### src/hdl/hsfd_pkg.sv
`default_nettype none

package hsfd_pkg;

   // Frame kinds; the unused code decodes as a humidity frame.
   localparam logic [1:0] FUNC_USER = 2'd0;
   localparam logic [1:0] FUNC_TEMP = 2'd1;
   localparam logic [1:0] FUNC_HUM  = 2'd2;

   typedef enum logic [1:0] {
      STATUS_OK      = 2'd0,
      STATUS_CRC_ERR = 2'd1,
      STATUS_ZERO    = 2'd2
   } status_type;

   // CRC-8, polynomial x^8+x^5+x^4+1 (0x131), init 0, MSB first, no final XOR.
   // Only the low eight bits of the polynomial enter the shift.
   localparam logic [7:0] CRC_POLY_LOW = 8'h31;
   localparam logic [7:0] CRC_INIT     = 8'h00;

   // Raw value with the two status bits masked off (raw & 0xFFFC) is 4*y, y 14 bits.
   localparam int RAW_Y_W = 14;

   // Temperature: floor(raw*512/9548) = floor(y*512/2387)
   //   = (y * ceil(2^35/2387)) >> 26, exact for every 14-bit y.
   localparam int              TEMP_MUL_W  = 24;
   localparam logic [23:0]     TEMP_MUL    = 24'd14394529;
   localparam int              TEMP_SHIFT  = 26;
   localparam int              TEMP_PROD_W = RAW_Y_W + TEMP_MUL_W;
   localparam logic signed [12:0] TEMP_OFFSET = 13'sd937;

   // Humidity: floor(raw*256/134215) = floor(y*1024/134215)
   //   = (y * ceil(2^42/134215)) >> 32, exact for every 14-bit y.
   localparam int              HUM_MUL_W   = 25;
   localparam logic [24:0]     HUM_MUL     = 25'd32768667;
   localparam int              HUM_SHIFT   = 32;
   localparam int              HUM_PROD_W  = RAW_Y_W + HUM_MUL_W;
   localparam logic [6:0]      HUM_OFFSET  = 7'd6;

   localparam int READING_W = 12;

   typedef struct packed {
      logic [1:0] func;
      logic [7:0] first_byte;
      logic [7:0] second_byte;
      logic [7:0] third_byte;
      logic [7:0] crc_first;   // running CRC after the first byte
   } frame_type;

   function automatic logic [7:0] crc8_byte(input logic [7:0] crc, input logic [7:0] data);
      logic [7:0] r;
      r = crc ^ data;
      for (int i = 0; i < 8; i++) begin
         if (r[7]) begin
            r = {r[6:0], 1'b0} ^ CRC_POLY_LOW;
         end else begin
            r = {r[6:0], 1'b0};
         end
      end
      return r;
   endfunction

endpackage

`default_nettype wire

### src/hdl/humidity_sensor_frame_decode.sv
`default_nettype none

// Channel   Direction  Handshake              Payload
// req_      in         req_valid / req_stall  func, first_byte, second_byte, third_byte
// rsp_      out        rsp_valid / rsp_stall  status, reading
//
// One frame per cycle sustained while rsp_ is not stalled; each frame passes from its transfer
// on req_ through the input register, then the result register, to rsp_.
// Between the two registers lies a single decode pass: the second CRC byte, one
// constant multiply per measurement kind and a small fix-up.
// Reset is synchronous and clears both valid flags; payload registers keep junk.
// A stall on rsp_ holds the result; req_stall rises only when both stages are full.

module humidity_sensor_frame_decode (
   input  wire logic               clock,
   input  wire logic               reset,
   input  wire logic               req_valid,
   output logic                    req_stall,
   input  wire logic [1:0]         req_func,
   input  wire logic [7:0]         req_first_byte,
   input  wire logic [7:0]         req_second_byte,
   input  wire logic [7:0]         req_third_byte,
   output logic                    rsp_valid,
   input  wire logic               rsp_stall,
   output logic [1:0]              rsp_status,
   output logic signed [11:0]      rsp_reading
);
   import hsfd_pkg::*;

   logic               frame_valid;
   frame_type          frame;
   status_type         dec_status;
   logic signed [11:0] dec_reading;

   logic               rsp_valid_ff;
   logic               rsp_valid_in;
   status_type         status_ff;
   status_type         status_in;
   logic signed [11:0] reading_ff;
   logic signed [11:0] reading_in;
   logic               out_advance;

   // Input register; also folds the first byte into the CRC on the way in.
   hsfd_in_stage u_in_stage (
      .clock           (clock),
      .reset           (reset),
      .req_valid       (req_valid),
      .req_stall       (req_stall),
      .req_func        (req_func),
      .req_first_byte  (req_first_byte),
      .req_second_byte (req_second_byte),
      .req_third_byte  (req_third_byte),
      .out_advance     (out_advance),
      .frame_valid     (frame_valid),
      .frame           (frame)
   );

   // Check CRC and convert the reading in one pass.
   hsfd_decode u_decode (
      .frame   (frame),
      .status  (dec_status),
      .reading (dec_reading)
   );

   // Result register advances when empty or when its transfer completes.
   assign out_advance  = !rsp_valid_ff || !rsp_stall;
   assign rsp_valid_in = out_advance ? frame_valid : rsp_valid_ff;

   always_comb begin
      status_in  = status_ff;
      reading_in = reading_ff;
      if (out_advance && frame_valid) begin
         status_in  = dec_status;
         reading_in = dec_reading;
      end
   end

   always_ff @(posedge clock) begin
      if (reset) begin
         rsp_valid_ff <= 1'b0;
      end else begin
         rsp_valid_ff <= rsp_valid_in;
      end
   end

   always_ff @(posedge clock) begin
      status_ff  <= status_in;
      reading_ff <= reading_in;
   end

   assign rsp_valid   = rsp_valid_ff;
   assign rsp_status  = status_ff;
   assign rsp_reading = reading_ff;

   // Stall the input only when both stages are full and the output is held.
   a_stall_only_when_full: assert property (@(posedge clock) disable iff (reset)
      req_stall |-> (frame_valid && rsp_valid_ff && rsp_stall))
      else $error("req_stall raised with room in the pipeline");

   // An accepted transfer lands in the input stage.
   a_accept_fills_stage: assert property (@(posedge clock) disable iff (reset)
      (req_valid && !req_stall) |=> frame_valid)
      else $error("accepted frame lost at input stage");

   // A frame in the input stage moves into the result register when it advances.
   a_stage_to_result: assert property (@(posedge clock) disable iff (reset)
      (frame_valid && out_advance) |=> rsp_valid_ff)
      else $error("frame lost between stages");

   // Error results carry a zero reading.
   a_error_zero_reading: assert property (@(posedge clock) disable iff (reset)
      (rsp_valid_ff && (status_ff != STATUS_OK)) |-> (reading_ff == 12'sd0))
      else $error("error status with nonzero reading");

endmodule

`default_nettype wire

### src/hdl/hsfd_in_stage.sv
`default_nettype none

module hsfd_in_stage (
   input  wire logic              clock,
   input  wire logic              reset,
   input  wire logic              req_valid,
   output logic                   req_stall,
   input  wire logic [1:0]        req_func,
   input  wire logic [7:0]        req_first_byte,
   input  wire logic [7:0]        req_second_byte,
   input  wire logic [7:0]        req_third_byte,
   input  wire logic              out_advance,
   output logic                   frame_valid,
   output hsfd_pkg::frame_type    frame
);
   import hsfd_pkg::*;

   logic      valid_ff;
   logic      valid_in;
   logic      load;
   frame_type frame_ff;
   frame_type frame_in;

   // Stage frees up when empty or when its frame moves on this cycle.
   assign load      = !valid_ff || out_advance;
   assign req_stall = !load;
   assign valid_in  = load ? req_valid : valid_ff;

   always_comb begin
      frame_in             = frame_ff;
      if (load && req_valid) begin
         frame_in.func        = req_func;
         frame_in.first_byte  = req_first_byte;
         frame_in.second_byte = req_second_byte;
         frame_in.third_byte  = req_third_byte;
         frame_in.crc_first   = crc8_byte(CRC_INIT, req_first_byte);
      end
   end

   always_ff @(posedge clock) begin
      if (reset) begin
         valid_ff <= 1'b0;
      end else begin
         valid_ff <= valid_in;
      end
   end

   always_ff @(posedge clock) begin
      frame_ff <= frame_in;
   end

   assign frame_valid = valid_ff;
   assign frame       = frame_ff;

endmodule

`default_nettype wire

### src/hdl/hsfd_decode.sv
`default_nettype none

module hsfd_decode (
   input  wire hsfd_pkg::frame_type   frame,
   output hsfd_pkg::status_type       status,
   output logic signed [11:0]         reading
);
   import hsfd_pkg::*;

   logic [7:0]              crc_meas;
   logic [RAW_Y_W-1:0]      raw_y;
   logic [TEMP_PROD_W-1:0]  temp_prod;
   logic [11:0]             temp_q;
   logic signed [12:0]      temp_diff;
   logic signed [12:0]      temp_half;
   logic [HUM_PROD_W-1:0]   hum_prod;
   logic [6:0]              hum_q;
   logic [6:0]              hum_pct;

   assign crc_meas = crc8_byte(frame.crc_first, frame.second_byte);
   assign raw_y    = {frame.first_byte, frame.second_byte[7:2]};

   // Temperature in tenths; halve with truncation toward zero.
   assign temp_prod = TEMP_PROD_W'(raw_y) * TEMP_PROD_W'(TEMP_MUL);
   assign temp_q    = temp_prod[TEMP_SHIFT +: 12];
   assign temp_diff = $signed({1'b0, temp_q}) - TEMP_OFFSET;
   assign temp_half = (temp_diff + $signed({12'd0, temp_diff[12]})) >>> 1;

   // Humidity in percent, clamped at zero.
   assign hum_prod = HUM_PROD_W'(raw_y) * HUM_PROD_W'(HUM_MUL);
   assign hum_q    = hum_prod[HUM_SHIFT +: 7];
   assign hum_pct  = (hum_q < HUM_OFFSET) ? 7'd0 : (hum_q - HUM_OFFSET);

   always_comb begin
      status  = STATUS_OK;
      reading = '0;
      if (frame.func == FUNC_USER) begin
         priority if (frame.first_byte == 8'd0) begin
            status = STATUS_ZERO;
         end else if (frame.second_byte == frame.crc_first) begin
            reading = $signed({4'd0, frame.first_byte});
         end else begin
            status = STATUS_CRC_ERR;
         end
      end else if (frame.third_byte != crc_meas) begin
         status = STATUS_CRC_ERR;
      end else if (frame.func == FUNC_TEMP) begin
         reading = temp_half[11:0];
      end else begin
         reading = $signed({5'd0, hum_pct});
      end
   end

endmodule

`default_nettype wire

### config.mk
export PLATFORM = sky130hd
export DESIGN_NAME = humidity_sensor_frame_decode
export DESIGN_NICKNAME = d
export VERILOG_FILES = /design/src/hdl/hsfd_pkg.sv /design/src/hdl/humidity_sensor_frame_decode.sv /design/src/hdl/hsfd_in_stage.sv /design/src/hdl/hsfd_decode.sv
export SDC_FILE = /design/constraint.sdc
export NUM_CORES = 1
export LEC_CHECK = 0
export ABC_AREA = 1
export BUFFER_PORTS_ARGS = -buffer_cell sky130_fd_sc_hd__buf_2
export CAP_MARGIN = 40
export CORE_UTILIZATION = 46
export CTS_CLUSTER_SIZE = 12
export DETAILED_ROUTE_END_ITERATION = 12
export GPL_TIMING_DRIVEN = 0
export SLEW_MARGIN = 20
export SYNTH_ARGS = -nofsm -noshare
export SYNTH_HDL_FRONTEND = slang
export SYNTH_HIERARCHICAL = 1
export SYNTH_SLANG_ARGS = --single-unit
### constraint.sdc
create_clock -name clock -period 9.2 [get_ports clock]
set_clock_uncertainty 0.05 [all_clocks]
set_input_delay 0.92 -clock clock [delete_from_list [all_inputs] [get_ports clock]]
set_output_delay 0.92 -clock clock [all_outputs]
set_load 0.01 [all_outputs]
# After elaboration in Yosys (flattened, before gate mapping)
# Index checks and enable logic that the tools add are counted.
# op_classes
addsub	3
mul	2
magnitude_cmp	1
eq_ne	3
n_mux	33
n_bitwise	17
reduce_logical	10
# ops
cell	count
6-bit 2-to-1 mux	16
8-bit 2-to-1 mux	8
12-bit 2-to-1 mux	4
3-bit NOT	16
14-bit by 25-bit multiplier with 39-bit output, second input constant	1
14-bit by 24-bit multiplier with 38-bit output, second input constant	1
13-bit by 2-bit adder with 13-bit output	1
12-bit by 10-bit subtractor with 13-bit output, second input constant	1
8-bit == test	1
8-bit zero test	1
8-bit inequality test	1
8-bit bitwise XOR	1
7-bit by 3-bit less-than comparator with 1-bit output, second input constant	1
7-bit 2-to-1 mux	1
7-bit by 3-bit subtractor with 7-bit output, second input constant	1
1-bit zero test	4
2-bit 2-to-1 mux	2
2-bit by 1-bit == test with 1-bit output, second input constant	1
1-bit logical AND	2
2-bit zero test	1
1-bit logical OR	2
1-bit 2-to-1 mux	2
# word_totals
register_bits	50
inputBits	30
output_inout_bits	16
elab_cells	79

# Depth between registers and ports, before layout
# Gate-level depths: netlist of the first run.
# logic_depth
ltp_word	25
mapped_depth	38
mapped_depth_nobuf	38

# Cells and area by module
# Netlist of the first run, hierarchy kept.
# by_module_without_submodules
mod	instances	cells_each	area_per_inst_um2	seq_area_each_um2
hsfd_decode	1	1698	12300.5	0.0
hsfd_in_stage	1	107	1343.8	1041.0
humidity_sensor_frame_decode	1	19	464.2	440.4

# Worst setup path after synthesis of the first run
# No wires, ideal clock.
# synth_timing
kind	register -> register
from	reg u_in_stage.frame_ff (netlist bit u_in_stage/frame[25])
to	reg reading_ff[5] (netlist: rsp_reading[5]), data pin
setup_time_ns	0.264
arrival_time_ns	6.283
required_ns	8.886
path_slack_ns	2.603
path_stages_with_launch	36
path_buffers	0
period_less_slack_ns	6.597
path_cell_list	edfxtp_1 inv_1 ha_1 inv_1 fa_1 inv_1 fa_1 inv_1 fa_1 inv_1 fa_1 ha_1 ha_1 nand2_1 nor2_1 nand2_1 inv_2 nand3_1 nand3_1 nand2_1 nand2_2 ha_1 nand3_1 nand3_1 nand3_2 nand2_2 nand3_2 inv_1 ha_1 inv_1 nor2_1 nand3_2 nor2_4 o21ai_1 nand2_1 o21ai_0
# synth_via
elab_chain_cells	6
elab_cells_between_ends	12
cone_classes	3 x add/sub; 2 x mul; 1 x order compare; 5 x mux; 1 x reduce/logical
# synth_rtl
item	line_no	text
from (decl)	hsfd_in_stage.sv:21	frame_type frame_ff;
from (signal assigned)	hsfd_in_stage.sv:49	frame_ff <= frame_in;
14-bit by 24-bit multiplier with 38-bit output or 14-bit by 25-bit multiplier with 39-bit output (tied branches)	hsfd_decode.sv:24, hsfd_decode.sv:30	
12-bit by 10-bit subtractor with 13-bit output, or another cell as far along	hsfd_decode.sv:26	assign temp_diff = $signed({1'b0, temp_q}) - TEMP_OFFSET;
13-bit by 2-bit adder with 13-bit output or 7-bit 2-to-1 mux (tied branches)	hsfd_decode.sv:27, hsfd_decode.sv:32	
12-bit 2-to-1 mux	hsfd_decode.sv:47	end else if (frame.func == FUNC_TEMP) begin
12-bit 2-to-1 mux	hsfd_decode.sv:45	end else if (frame.third_byte != crc_meas) begin
12-bit 2-to-1 mux (*)	hsfd_decode.sv:37	if (frame.func == FUNC_USER) begin
net dec_reading[5]	humidity_sensor_frame_decode.sv:33	logic signed [11:0] dec_reading;
to (signal assigned)	humidity_sensor_frame_decode.sv:88	reading_ff <= reading_in;
to (decl)	humidity_sensor_frame_decode.sv:39	logic signed [11:0] reading_ff;
# Mark *: on every way through the listed nets, which the timed path passes. The rest lies on a longest branch.
# A chain may end at the register's enable or synchronous reset.

# Final worst setup path of the first run
# Same ends and word-level chain as after synthesis.

==> run metrics, run 1 <==
outcome finished, final reports clean; worst reg2reg endpoint rsp_reading[5]; Slew Limit Fails 0; hold buffers post-CTS 0; worst hold endpoint u_in_stage/frame_valid; WP buf/inv 8; CTS tree done; CP top delay family adder cells; Nets 2350; Ant. Diodes 0; Worst EP required 9.18 ns; commonest non-fill, non-tap cell in the layout inv_1; Initial Util 0.4723; setup bufs post-CTS 0; Clock Path Buffers 2; synth unique cells between 40 and 50; WS Path Type flip-flop to flip-flop; post-synthesis async set-or-reset flop share 0; number of H-tree levels 2; Cell Area, Placed 14900 um2; slowest library cell on the worst path edfxtp_1; Worst-Margin Slew 0.8142 ns; Hold Crit Class flip-flop to flip-flop; # setup viols final 0; CP Data Arrival Time just under 8 ns; EDFF count, synth 48; CP Max Fanout 9; RSZ-0062 raised after global routing no; # rows 63; reg2reg start u_in_stage/frame[25]; Post-CTS Resized 0; Max stage delay on crit path 0.88 ns; Ports 46; total track usage 0.2513; # fillers a little under 3000; first-pass GRT wire length 60470 um; area added between synthesis and finish 6.882%; hold path startpoint u_in_stage/frame_valid; vias in the first global route 11510; Seq/Total Area, Yosys 0.1050; core area 29870 um2; CP most frequent cell inv_1; vias per inst ~5; CTS buffer count 5; initial antenna violation count 0; post-DP HPWL 33110 um; DRC viols 0; top cells by area, synth fa_1 (24%), ha_1 (24%), inv_1 (12%); Reg2Reg Setup Slack 1.28 ns; setup TNS 0 ns; Die ar. approximately 31000 um2; Final Hold Fails 0; largest net degree at the start of global routing 28; Routed WL 37250 um; Synth Area per Inst a little under 8 um2; Crit path depth 35; most frequent cells in the layout inv_1 (458), nand2_1 (427), ha_1 (268), fa_1 (170), nor2_1 (105); Net Count, Synth 2292; routed vias ~11000; initial detailed-routing violation count 687; dominant cell type by area after synthesis fa_1; quantity of I/O buffers inserted on ports 45; antenna viol nets, final 0; WHS Path Cells 2; drt wl/cell 16.39 um; layout cell share with drive strength beyond 1 0.06638; GPL Wtd Cong between 0.9 and 1; Synth Flop Type edfxtp_1; die width 177.1 um; minimum clock period 7.924 ns; Max Freq 126.2 MHz; Critical Path Start Type flip-flop; CP endpoint kind flip-flop; Syn. warnings 6; clk_lat worst skew 0.29 ns; Pre-antenna DRT Iters 5; Synth Instances 1824; Mapped Area around 14000 um2; clock root buffer clkbuf_16; Reg clk slew, reported paths 0.06 ns; #FFs+latches synth 50; Sink Count 50; Reg2Reg Depth 35; Final period util 0.8613; Chip Height approximately 180 um; Overflow after GRT 0; slew margin rel. 0.4572; Yosys top cell area share 0.2412; Design Area, Final 15080 um2; MaxCap Viol Count 0
synth_stat cells, types with 2 or more instances:
master,count
a211oi_1,2
a21o_1,9
a21oi_1,66
a21oi_2,2
a31oi_1,3
and2_1,4
dfxtp_1,2
edfxtp_1,48
fa_1,170
ha_1,268
inv_1,458
inv_2,8
nand2_1,427
nand2_2,21
nand3_1,68
nand3_2,6
nand3b_1,6
nand4_1,21
nor2_1,106
nor2_2,11
nor2_4,4
nor3_1,11
nor3_2,3
nor3b_1,2
nor4_1,5
o211ai_1,2
o21ai_0,33
o21ai_1,2
o21ai_2,2
o21bai_1,4
o22ai_1,2
or2_2,2
xnor2_1,22
xnor2_2,3
xor2_1,12
xor2_2,2
state kept, by name (all words and copies together), names as in the netlist:
register,cells
u_in_stage/frame,34
rsp_reading,12
rsp_status,2
rsp_valid,1
u_in_stage/frame_valid,1
final cells by class:
type | instances | area [um2] | share of cell area
flip-flops and latches | 50 | 1481 | 0.09824
repair buffers | 51 | 309.0 | 0.02049
clock inverters | 1 | 30.03 | 0.001991
inverters | 467 | 1754 | 0.1163
multi-input cells | 1307 | 10880 | 0.7218
well taps | 390 | 488.0 | 0.03236
clock buffers | 7 | 132.6 | 0.008795
layer usage:
metal	routed length, um	global-route usage	vias to the layer above
met2	17130	0.4232	208
met1	17950	0.3486	5345
met5	0	0	-
met4	697	0.04310	0
li1	-	-	5759
met3	1468	0.02985	33
cell families (layout without fill, tap and decap cells):
family                   Yosys count  count (layout)  synth area share
adder cells (fa/ha/maj)          438             438            0.4789
AO/OA/AOI/OAI                    130             130           0.05117
flip-flops                        50              50            0.1050
XOR/XNOR                          39              39           0.02687
buffers and inverters            467             526            0.1243
AND/OR/NAND/NOR                  700             700            0.2137
worst min-delay path, stage by stage (launching register included):
cell     delay, ns
dfxtp_1       0.31
nand2_1       0.08
a21oi_1       0.06
how the worst max path moves through the flow:
stage                         startpoint        endpoint  slack (ns)
floorplan           u_in_stage/frame[25]  rsp_reading[5]        2.60
global placement    u_in_stage/frame[25]  rsp_reading[5]        1.41
detailed placement  u_in_stage/frame[25]  rsp_reading[5]        1.29
CTS                 u_in_stage/frame[25]  rsp_reading[5]        1.24
global route        u_in_stage/frame[25]  rsp_reading[5]        0.75
finish              u_in_stage/frame[25]  rsp_reading[5]        1.28
per-stage QoR:
stage	cells	util	setup slack, ns	hold slack, ns
final	2273	0.5048	1.276	0.4440
after global routing	2273	0.5048	0.7526	0.4766
after CTS	2271	0.5041	1.236	0.4425
after detailed placement	2263	0.4987	1.290	0.4333
after global placement	2259	0.4961	1.406	0.4104
after floorplan	1824	-	2.603	0.4034
Power of run 1 is not shown: default switching activity piles up to over one toggle a cycle in this logic, so the estimate is an artifact.
==> inputs of run 2 (changes only) <==
Settings changed: BUFFER_PORTS_ARGS -buffer_cell sky130_fd_sc_hd__buf_2 to -buffer_cell sky130_fd_sc_hd__clkbuf_2, CELL_PAD_IN_SITES_DETAIL_PLACEMENT set to 0, CELL_PAD_IN_SITES_GLOBAL_PLACEMENT set to 1, PLACE_DENSITY_LB_ADDON set to 0.1.
==> run 2 against run 1 <==
Against the previous run:
- worst setup slack got worse by 0.0088 ns
- core utilization shrank 0.055 points
- first-iteration DRC count decreased by 17%
- hold slack gained 0.0069 ns
- highest routed layer unchanged
==> run metrics, run 2 (synthesis results as in run 1) <==
setup TNS 0 ns (unchanged); clock root buffer clkbuf_16 (unchanged); CP most frequent cell inv_1 (unchanged); Worst EP required 9.19 ns (was 9.18 ns); Worst-Margin Slew 0.8439 ns (was 0.8142 ns); slew margin rel. 0.4374 (was 0.4572); CTS buffer count 5 (unchanged); post-DP HPWL 33890 um (was 33110 um); Max Freq 126.1 MHz (was 126.2 MHz); die width 177.1 um (unchanged); Reg clk slew, reported paths 0.07 ns (was 0.06 ns); Initial Util 0.4723 (unchanged); CP Max Fanout 9 (unchanged); Sink Count 50 (unchanged); register area 1481 um2 (unchanged); CP endpoint kind flip-flop (unchanged); Routed WL 37950 um (was 37250 um); most frequent cells in the layout inv_1 (458), nand2_1 (427), ha_1 (268), fa_1 (170), nor2_1 (105) (unchanged); Ant. Diodes 0 (unchanged); Hold Crit Class flip-flop to flip-flop (unchanged); clk_lat worst skew 0.30 ns (was 0.29 ns); setup bufs post-CTS 0 (unchanged); routed vias 11250 (was 11350); # setup viols final 0 (unchanged); Die ar. 31380 um2 (unchanged); Final period util 0.8623 (was 0.8613); first-pass GRT wire length 60650 um (was 60470 um); area added between synthesis and finish 6.767% (was 6.882%); total track usage 0.2546 (was 0.2513); Critical Path Start Type flip-flop (unchanged); Final Hold Fails 0 (unchanged); Post-CTS Resized 0 (unchanged); initial detailed-routing violation count 570 (was 687); Pre-antenna DRT Iters 5 (unchanged); layout cell share with drive strength beyond 1 0.06695 (was 0.06638); MaxCap Viol Count 0 (unchanged); commonest non-fill, non-tap cell in the layout inv_1 (unchanged); Overflow after GRT 0 (unchanged); outcome finished, final reports clean (unchanged); initial antenna violation count 0 (unchanged); quantity of I/O buffers inserted on ports 45 (unchanged); Max stage delay on crit path 0.88 ns (about the same); DRC viols 0 (unchanged); vias per inst 4.952 (was 4.991); vias in the first global route 11400 (was 11510); GPL Wtd Cong 0.8881 (was 0.9183); area of the multi-input gates 10880 um2 (unchanged); Slew Limit Fails 0 (unchanged); Nets 2349 (was 2350); # rows 63 (unchanged); drt wl/cell 16.70 um (was 16.39 um); largest net degree at the start of global routing 29 (was 28); hold buffers post-CTS 0 (unchanged); CTS tree done (unchanged); Chip Height 177.1 um (unchanged); WS Path Type flip-flop to flip-flop (unchanged); Clock Path Buffers 2 (unchanged); Ports 46 (unchanged); max reg flops 34 (unchanged); core area 29870 um2 (unchanged); RSZ-0062 raised after global routing no (unchanged); antenna viol nets, final 0 (unchanged); CP Data Arrival Time 7.93 ns (was 7.90 ns); # fillers 3029 (was 2967); slowest library cell on the worst path edfxtp_1 (unchanged); number of H-tree levels 2 (unchanged); minimum clock period 7.933 ns (was 7.924 ns)
[run 2: through the flow]
step / instance area (um2) / utilization / std cells / setup slack [ns] / hold WS, ns
after floorplan: 14110 / - / 1824 / 2.603 / 0.4034
after global placement: 14820 / 0.4961 / 2259 / 1.345 / 0.4136
after detailed placement: 14900 / 0.4987 / 2263 / 1.255 / 0.4237
after CTS: 15050 / 0.5038 / 2271 / 1.229 / 0.4347
after global routing: 15060 / 0.5042 / 2272 / 0.7458 / 0.4770
final: 15060 / 0.5042 / 2272 / 1.267 / 0.4509
[run 2: area by class of cell]
cell class / count / share of cell area
clock buffer: 5 / 0.008306
clock inverter: 3 / 0.001910
inverter: 467 / 0.1165
multi-input combinational: 1307 / 0.7226
sequential: 50 / 0.09835
tap: 390 / 0.03239
timing repair buffer: 50 / 0.02002
[run 2: worst max-delay path: cells and delay by family, from the launching register on]
kind            cells  cell delay, ns
compound gates      2            0.22
fa+ha+maj           9            3.63
buf+inv             8            0.89
flops               1            0.88
simple gates       16            1.99
[run 2: metal layers]
layer,vias to the layer above,routed length (um),GRT usage
met5,-,0,0
met4,0,806,0.05208
met3,40,1406,0.02814
met2,200,17740,0.4320
met1,5261,18000,0.3486
li1,5750,-,-
[run 2: worst paths after layout]
path,endpoint,from,cells after the start,slack [ns]
max,rsp_reading[5],u_in_stage/frame[25],35,1.27
min,u_in_stage/frame_valid,u_in_stage/frame_valid,2,0.45
max reg2reg,rsp_reading[5],u_in_stage/frame[25],35,1.27
min reg2reg,u_in_stage/frame_valid,u_in_stage/frame_valid,2,0.45
Power of run 2 is left out for the same reason.
